[src/design/fdsf_pkg.sv]
// Shared types and constants for the fractional-delay shift FIR.
// No dependencies; used by the stream interfaces and the top level.
package fdsf_pkg;

  localparam int SampleWidth = 24;
  localparam int CoefWidth   = 12;
  // four products of a sample and a coefficient, plus rounding headroom
  localparam int AccWidth    = SampleWidth + CoefWidth + 2;
  localparam int FracBits    = 10;
  localparam int QuotWidth   = AccWidth - FracBits;

  // tail length covered by the flush after the last word of a run
  localparam int FlushMax    = 8;
  localparam int SatCount    = 9;
  localparam int CountWidth  = $clog2(SatCount + 1);
  localparam int FlushWidth  = $clog2(FlushMax + 1);
  localparam int TapSelWidth = $clog2(FlushMax);

  typedef logic signed [SampleWidth-1:0] sample_t;
  typedef logic signed [CoefWidth-1:0]   coef_t;
  typedef logic signed [AccWidth-1:0]    acc_t;
  typedef logic signed [QuotWidth-1:0]   quot_t;
  typedef logic [CountWidth-1:0]         count_t;
  typedef logic [FlushWidth-1:0]         flush_t;
  typedef logic [TapSelWidth-1:0]        tap_sel_t;

  // Q10 cubic interpolation weights for samples i+5 .. i+8
  localparam coef_t CoefA = -12'sd7;
  localparam coef_t CoefB = 12'sd93;
  localparam coef_t CoefC = 12'sd987;
  localparam coef_t CoefD = -12'sd49;

  localparam acc_t RoundHalf = acc_t'(1) <<< (FracBits - 1);

  localparam sample_t SampleMax = {1'b0, {(SampleWidth-1){1'b1}}};
  localparam sample_t SampleMin = {1'b1, {(SampleWidth-1){1'b0}}};

  // flush steps whose taps reach back into history
  localparam tap_sel_t TapSelFar  = tap_sel_t'(FlushMax - 1);
  localparam tap_sel_t TapSelNear = tap_sel_t'(FlushMax - 2);

  localparam count_t CountFull = count_t'(FlushMax);
  localparam count_t CountSat  = count_t'(SatCount);

endpackage

[src/design/fdsf_if.sv]
// Valid/ready stream interfaces for the input and result words.
// Depends on fdsf_pkg for the sample type.
interface fdsf_in_if import fdsf_pkg::*; ();
  logic    valid;
  logic    ready;
  sample_t sample_in;
  logic    last_in;

  modport source (output valid, output sample_in, output last_in, input ready);
  modport sink   (input valid, input sample_in, input last_in, output ready);
endinterface

interface fdsf_out_if import fdsf_pkg::*; ();
  logic    valid;
  logic    ready;
  sample_t sample_out;
  logic    last_out;

  modport source (output valid, output sample_out, output last_out, input ready);
  modport sink   (input valid, input sample_out, input last_out, output ready);
endinterface

[src/design/fractional_delay_shift_fir.sv]
// Fractional-delay shift FIR: four-tap cubic interpolator that advances a run
// of samples by 6.875 samples. Depends on fdsf_pkg and the fdsf_if streams.
//
// Usage:
//   in_i carries one sample word per handshake; last_in marks the end of a run.
//   out_o carries the interpolated, rounded and saturated words, last_out on
//   the final word of each run. Every run yields as many words as it took.
//   The first eight words of a run produce nothing; each later word produces
//   one result word, held in the tap register and then the result register.
//   Throughput is one word per cycle while out_o does not stall. The word marked
//   last is followed by a flush of min(run length, 8) extra result words, one per
//   cycle from the flush sequencer while out_o keeps up; in_i.ready stays low while it runs.
//   When out_o stalls, the result register holds and the tap register behind
//   it fills; in_i.ready then drops until the result word is taken.
//   Reset (rst_ni low, asynchronous) empties both registers, stops any flush
//   and clears the sample history and the run counter.
module fractional_delay_shift_fir
  import fdsf_pkg::*;
(
  input  logic            clk_i,
  input  logic            rst_ni,
  fdsf_in_if.sink         in_i,
  fdsf_out_if.source      out_o
);

  function automatic sample_t interp(sample_t a, sample_t b, sample_t c, sample_t d);
    acc_t  acc;
    quot_t q;
    acc = acc_t'(a) * acc_t'(CoefA) + acc_t'(b) * acc_t'(CoefB)
        + acc_t'(c) * acc_t'(CoefC) + acc_t'(d) * acc_t'(CoefD) + RoundHalf;
    q = quot_t'(acc >>> FracBits);
    if (q > quot_t'(SampleMax)) begin
      return SampleMax;
    end else if (q < quot_t'(SampleMin)) begin
      return SampleMin;
    end
    return sample_t'(q);
  endfunction

  // run state
  sample_t hist_q [3];
  count_t  count_q;

  // flush context: t0 = last word, t1/t2 = words before it
  sample_t tail_q [3];
  flush_t  flush_q;

  // tap register
  logic    a_valid_q;
  sample_t a_tap_q [4];
  logic    a_last_q;

  // result register
  logic    b_valid_q;
  sample_t b_sample_q;
  logic    b_last_q;

  logic     b_load;
  logic     a_load;
  logic     in_fire;
  logic     flush_step;
  logic     regular;
  tap_sel_t flush_m;
  flush_t   flush_len;

  assign b_load     = !b_valid_q || out_o.ready;
  assign a_load     = !a_valid_q || b_load;
  assign in_i.ready = (flush_q == '0) && a_load;
  assign in_fire    = in_i.valid && in_i.ready;
  assign flush_step = (flush_q != '0) && a_load;
  assign regular    = count_q >= CountFull;
  assign flush_m    = tap_sel_t'(flush_q - flush_t'(1));
  assign flush_len  = regular ? flush_t'(FlushMax) : flush_t'(count_q + count_t'(1));

  always_ff @(posedge clk_i or negedge rst_ni) begin
    if (!rst_ni) begin
      hist_q  <= '{default: '0};
      count_q <= '0;
      flush_q <= '0;
    end else begin
      if (in_fire) begin
        if (in_i.last_in) begin
          hist_q  <= '{default: '0};
          count_q <= '0;
          flush_q <= flush_len;
        end else begin
          hist_q[2] <= hist_q[1];
          hist_q[1] <= hist_q[0];
          hist_q[0] <= in_i.sample_in;
          if (count_q < CountSat) begin
            count_q <= count_q + count_t'(1);
          end
        end
      end else if (flush_step) begin
        flush_q <= flush_q - flush_t'(1);
      end
    end
  end

  always_ff @(posedge clk_i) begin
    if (in_fire && in_i.last_in) begin
      tail_q[0] <= in_i.sample_in;
      tail_q[1] <= hist_q[0];
      tail_q[2] <= hist_q[1];
    end
  end

  always_ff @(posedge clk_i or negedge rst_ni) begin
    if (!rst_ni) begin
      a_valid_q <= 1'b0;
    end else if (a_load) begin
      a_valid_q <= (in_fire && regular) || flush_step;
    end
  end

  always_ff @(posedge clk_i) begin
    if (a_load) begin
      if (flush_step) begin
        a_last_q <= (flush_m == '0);
        if (flush_m == TapSelFar) begin
          a_tap_q <= '{tail_q[2], tail_q[1], tail_q[0], tail_q[0]};
        end else if (flush_m == TapSelNear) begin
          a_tap_q <= '{tail_q[1], tail_q[0], tail_q[0], tail_q[0]};
        end else begin
          a_tap_q <= '{default: tail_q[0]};
        end
      end else begin
        a_last_q <= 1'b0;
        a_tap_q  <= '{hist_q[2], hist_q[1], hist_q[0], in_i.sample_in};
      end
    end
  end

  always_ff @(posedge clk_i or negedge rst_ni) begin
    if (!rst_ni) begin
      b_valid_q <= 1'b0;
    end else if (b_load) begin
      b_valid_q <= a_valid_q;
    end
  end

  always_ff @(posedge clk_i) begin
    if (b_load && a_valid_q) begin
      b_sample_q <= interp(a_tap_q[0], a_tap_q[1], a_tap_q[2], a_tap_q[3]);
      b_last_q   <= a_last_q;
    end
  end

  assign out_o.valid      = b_valid_q;
  assign out_o.sample_out = b_sample_q;
  assign out_o.last_out   = b_last_q;

  // a closing word in the tap register means the flush has finished
  assert property (@(posedge clk_i) disable iff (!rst_ni)
    a_valid_q && a_last_q |-> flush_q == '0)
    else $error("closing word staged while flush still pending");

  // a long run ends with a full flush
  assert property (@(posedge clk_i) disable iff (!rst_ni)
    in_fire && in_i.last_in && regular |=> flush_q == flush_t'(FlushMax))
    else $error("flush length wrong after long run");

  // flush never exceeds the tail length
  assert property (@(posedge clk_i) disable iff (!rst_ni)
    flush_q <= flush_t'(FlushMax))
    else $error("flush counter out of range");

  // the run counter restarts after every closing word and in_i.ready drops for the flush
  assert property (@(posedge clk_i) disable iff (!rst_ni)
    in_fire && in_i.last_in |=> count_q == '0 && !in_i.ready)
    else $error("run state not cleared at end of run");

endmodule

[src/flat_wrapper.sv]
// flat-port wrapper written by rule: the top's interface ports become plain ports
module fractional_delay_shift_fir_flat import fdsf_pkg::*;
  (clk_i, rst_ni, in_i_valid, in_i_sample_in, in_i_last_in, in_i_ready, out_o_valid, out_o_sample_out, out_o_last_out, out_o_ready);
  fdsf_in_if in_i_i ();
  fdsf_out_if out_o_i ();
  input  logic clk_i;
  input  logic rst_ni;
  input wire logic [$bits(in_i_i.valid)-1:0] in_i_valid;
  input wire logic [$bits(in_i_i.sample_in)-1:0] in_i_sample_in;
  input wire logic [$bits(in_i_i.last_in)-1:0] in_i_last_in;
  output wire logic [$bits(in_i_i.ready)-1:0] in_i_ready;
  output wire logic [$bits(out_o_i.valid)-1:0] out_o_valid;
  output wire logic [$bits(out_o_i.sample_out)-1:0] out_o_sample_out;
  output wire logic [$bits(out_o_i.last_out)-1:0] out_o_last_out;
  input wire logic [$bits(out_o_i.ready)-1:0] out_o_ready;
  assign in_i_i.valid = in_i_valid;
  assign in_i_i.sample_in = in_i_sample_in;
  assign in_i_i.last_in = in_i_last_in;
  assign in_i_ready = in_i_i.ready;
  assign out_o_valid = out_o_i.valid;
  assign out_o_sample_out = out_o_i.sample_out;
  assign out_o_last_out = out_o_i.last_out;
  assign out_o_i.ready = out_o_ready;
  fractional_delay_shift_fir u_core (.clk_i(clk_i), .rst_ni(rst_ni), .in_i(in_i_i), .out_o(out_o_i));
endmodule
[config.mk]
export PLATFORM = sky130hd
export DESIGN_NAME = fractional_delay_shift_fir_flat
export DESIGN_NICKNAME = d
export VERILOG_FILES = /design/src/design/fdsf_pkg.sv /design/src/design/fdsf_if.sv /design/src/design/fractional_delay_shift_fir.sv /design/src/flat_wrapper.sv
export SDC_FILE = /design/constraint.sdc
export NUM_CORES = 2
export LEC_CHECK = 0
export BUFFER_PORTS_ARGS = -buffer_cell sky130_fd_sc_hd__buf_2
export CAP_MARGIN = 20
export CORE_UTILIZATION = 64
export DETAILED_ROUTE_END_ITERATION = 16
export PLACE_DENSITY = 0.9
export SETUP_SLACK_MARGIN = 0.05
export SLEW_MARGIN = 40
export SYNTH_ARGS = -nofsm -noshare
export SYNTH_HDL_FRONTEND = slang
export SYNTH_SLANG_ARGS = --single-unit
[constraint.sdc]
create_clock -name clk_i -period 9.8 [get_ports clk_i]
set_input_delay 0.49 -clock clk_i [delete_from_list [all_inputs] [get_ports clk_i]]
set_output_delay 0.49 -clock clk_i [all_outputs]
set_load 0.005 [all_outputs]
==> flow_metrics.env <==
export IMPL_dr_pass1_iters=6
export IMPL_synth_edf_count=194
export IMPL_path_common_cell="fa_1"
export IMPL_cts_sinks=276
export IMPL_crit_buf_inv=8
export IMPL_grt_overflow_total=0
export IMPL_syn_area_per_cell_um2=10.2
export IMPL_drv_cap=0
export IMPL_synth_nets=3680
export IMPL_reg2reg_from="u_core.a_tap_q[25]"
export IMPL_fin_ws_ns=0.312
export IMPL_diodes=0
export IMPL_initial_core_util_pct=65.1
export IMPL_syn_inst=2905
export IMPL_fin_crit_ns=9.49
export IMPL_ff2ff_path_depth=37
export IMPL_vias=21200
export IMPL_dp_hpwl_um=55400
export IMPL_layout_nets=3753
export IMPL_syn_area_um2=29700
export IMPL_worst_slew_pin_transition_ns=0.832
export IMPL_remaining_drc_errors=0
export IMPL_critPathLaunchType="flip-flop"
export IMPL_cp_data_required_time_ns=10.13
export IMPL_cpPeakStageDelay_ns=0.55
export IMPL_fin_area_um2=32100
export IMPL_clkTransAtPathRegs_ns=0.06
export IMPL_yosysTopAreaCellShare_pct=22.3
export IMPL_die_w_um=217
export IMPL_io_buffer_count=55
export IMPL_wl_per_cell_um=19.8
export IMPL_r2r_setup_slack_ns=0.31
export IMPL_holdCritStartpoint="in_i_sample_in[2]"
export IMPL_cts_tree="built"
export IMPL_drt_iter0_markers=1839
export IMPL_rr_endpoint="u_core.out_o.sample_out[22]"
export IMPL_cts_root_buf="clkbuf_16"
export IMPL_hold_path_class="in2reg"
export IMPL_placed_cells=3513
export IMPL_layout_commonest_cell="inv_1"
export IMPL_setup_viol=0
export IMPL_period_share_pct=96.8
export IMPL_holdPathStages=1
export IMPL_grt_pass1_wl_um=111000
export IMPL_core_region_area_um2=45600
export IMPL_critPathTopFamily="adder cells"
export IMPL_hold_viol=0
export IMPL_place_congestion=0.969
export IMPL_dp_slack_ns=-0.0759
export IMPL_synth_distinct_cells=78
export IMPL_vias_per_cell=5.89
export IMPL_clk_latency_ns=0.60
export IMPL_synthToLayoutAreaGrowth_pct=8.31
export IMPL_clock_fmax_mhz=105
export IMPL_hold_path_end="u_core.tail_q[0][2]"
export IMPL_fin_cells=3601
export IMPL_wirelength_um=71400
export IMPL_status="finished, final reports clean"
export IMPL_ys_seq_area_share_pct=26.6
export IMPL_grt_pass1_vias=21800
export IMPL_antenna_found_initial=1
export IMPL_crit_type="reg2reg"
export IMPL_slew_violations=0
export IMPL_synth_area_leaders="fa_1 (22%), edfxtp_1 (20%), ha_1 (18%), dfrtp_1 (6.9%), inv_1 (6.0%)"
export IMPL_slew_headroom_pct=44.6
export IMPL_synth_top_cell_by_area="fa_1"
export IMPL_ys_seq_elements=276
export IMPL_die_area_um2=47200
export IMPL_ios=56
export IMPL_clock_path_buffers=3
export IMPL_die_h_um=217
export IMPL_final_core_util_pct=70.5
export IMPL_layout_common_cells="inv_1 (468), ha_1 (408), nand2_1 (397)"
export IMPL_place_area_um2=30600
export IMPL_arrival_ns=9.82
export IMPL_worstPathMaxFanout=11
export IMPL_rows=78
export IMPL_grt_use_total_pct=30.1
export IMPL_ys_warn_count=0
export IMPL_endpoint_kind="flip-flop"
export IMPL_layout_drive_gt1_share_pct=7.56
export IMPL_grt_max_degree=93
export IMPL_numCtsBuffers=29
export IMPL_async_flop_share_pct=29.7
export IMPL_crit_path_top_delay_cell="fa_1"
export IMPL_ys_flop_type="edfxtp_1"
export IMPL_cts_htree_levels=1
export IMPL_skew_ns=0.0243
export IMPL_ant_nets=0
==> worst max-delay path by stage <==
stage	startpoint	to	cells after the start
2_1_floorplan	u_core.a_tap_q[30]	u_core.out_o.sample_out[13]	39
3_3_place_gp	u_core.a_tap_q[26]	u_core.out_o.sample_out[0]	33
5_1_grt	u_core.a_tap_q[8]	u_core.out_o.sample_out[22]	37
3_5_place_dp	u_core.a_tap_q[25]	u_core.out_o.sample_out[2]	34
4_1_cts	u_core.a_tap_q[26]	u_core.out_o.sample_out[14]	35
6_report	u_core.a_tap_q[25]	u_core.out_o.sample_out[22]	37
==> state kept, by name (all words and copies together), names as in the netlist <==
register,cells
u_core.out_o.last_out,1
u_core.a_tap_q,96
u_core.out_o.valid,1
u_core.hist_q,72
u_core.flush_q,4
u_core.a_last_q,1
u_core.count_q,4
u_core.tail_q,72
u_core.out_o.sample_out,24
u_core.a_valid_q,1
==> synthesized netlist by cell type, types with 5 or more instances <==
cell / n
o211ai_1: 7
and2_1: 7
nand2b_1: 22
nand2_1: 400
nand4_1: 11
a21oi_1: 115
nand3b_1: 74
xor2_1: 75
mux2i_1: 49
dfrtp_1: 82
and3_1: 12
o21bai_1: 16
a211oi_1: 9
o21a_1: 9
clkbuf_1: 54
xnor2_1: 79
o21ai_0: 134
nor2b_1: 24
inv_1: 471
nor2_1: 68
nor3_1: 21
buf_1: 9
a21o_1: 66
nand3_1: 21
ha_1: 415
o21ai_1: 16
or2_2: 8
o31ai_1: 6
edfxtp_1: 194
fa_1: 331
a21boi_0: 5
a31oi_1: 16
or3_1: 9
==> per-layer routing <==
| layer | routed length, um | GRT usage, % | up-vias | share of wire, % |
|---|---|---|---|---|
| met4 | 1870 | 7.42 | 2 | 2.6 |
| li1 | - | - | 9789 | - |
| met3 | 5380 | 5.31 | 157 | 7.5 |
| met1 | 30000 | 40.8 | 10400 | 42 |
| met2 | 34100 | 50.2 | 873 | 48 |
| met5 | 19 | 0 | - | 0.027 |
==> kinds of logic (layout without fill, tap and decap cells) <==
kind of cell    Yosys count  after routing  share of synthesized area, %
fa+ha+maj               746            746                          39.8
simple gates            691            691                          10.8
buf+inv                 538            634                          6.87
compound gates          448            448                          9.54
flops                   276            276                          26.6
xor+xnor                156            156                          4.66
mux                      50             50                          1.69
==> cell type report <==
class,count,area (um^2)
multi-input cells,2091,20000
fillers,3125,13400
well taps,600,751
flip-flops and latches,276,7880
clock inverters,14,153
inverters,471,1770
repair buffers,109,721
clock buffers,40,837
==> stage by stage <==
| stage | hold slack (ns) | setup TNS, ns |
|---|---|---|
| after floorplan | 0.194 | 0 |
| after global placement | 0.386 | 0 |
| after detailed placement | 0.389 | -1.11 |
| after CTS | 0.0802 | 0 |
| after global routing | 0.0965 | -0.386 |
| final | 0.106 | 0 |
==> what timing repair did <==
item / CTS / global route
endpoints found under the setup margin: 23 / 24
buffers inserted: 0 / 32
cloned: 0 / 1
endpoints found under the hold margin: 18 / 0
hold buffers: 1 / 0
pin swaps: 0 / 17
resized for setup: 3 / 54
Power is not shown: default switching activity piles up to over one toggle a cycle in this logic, so the estimate is an artifact.
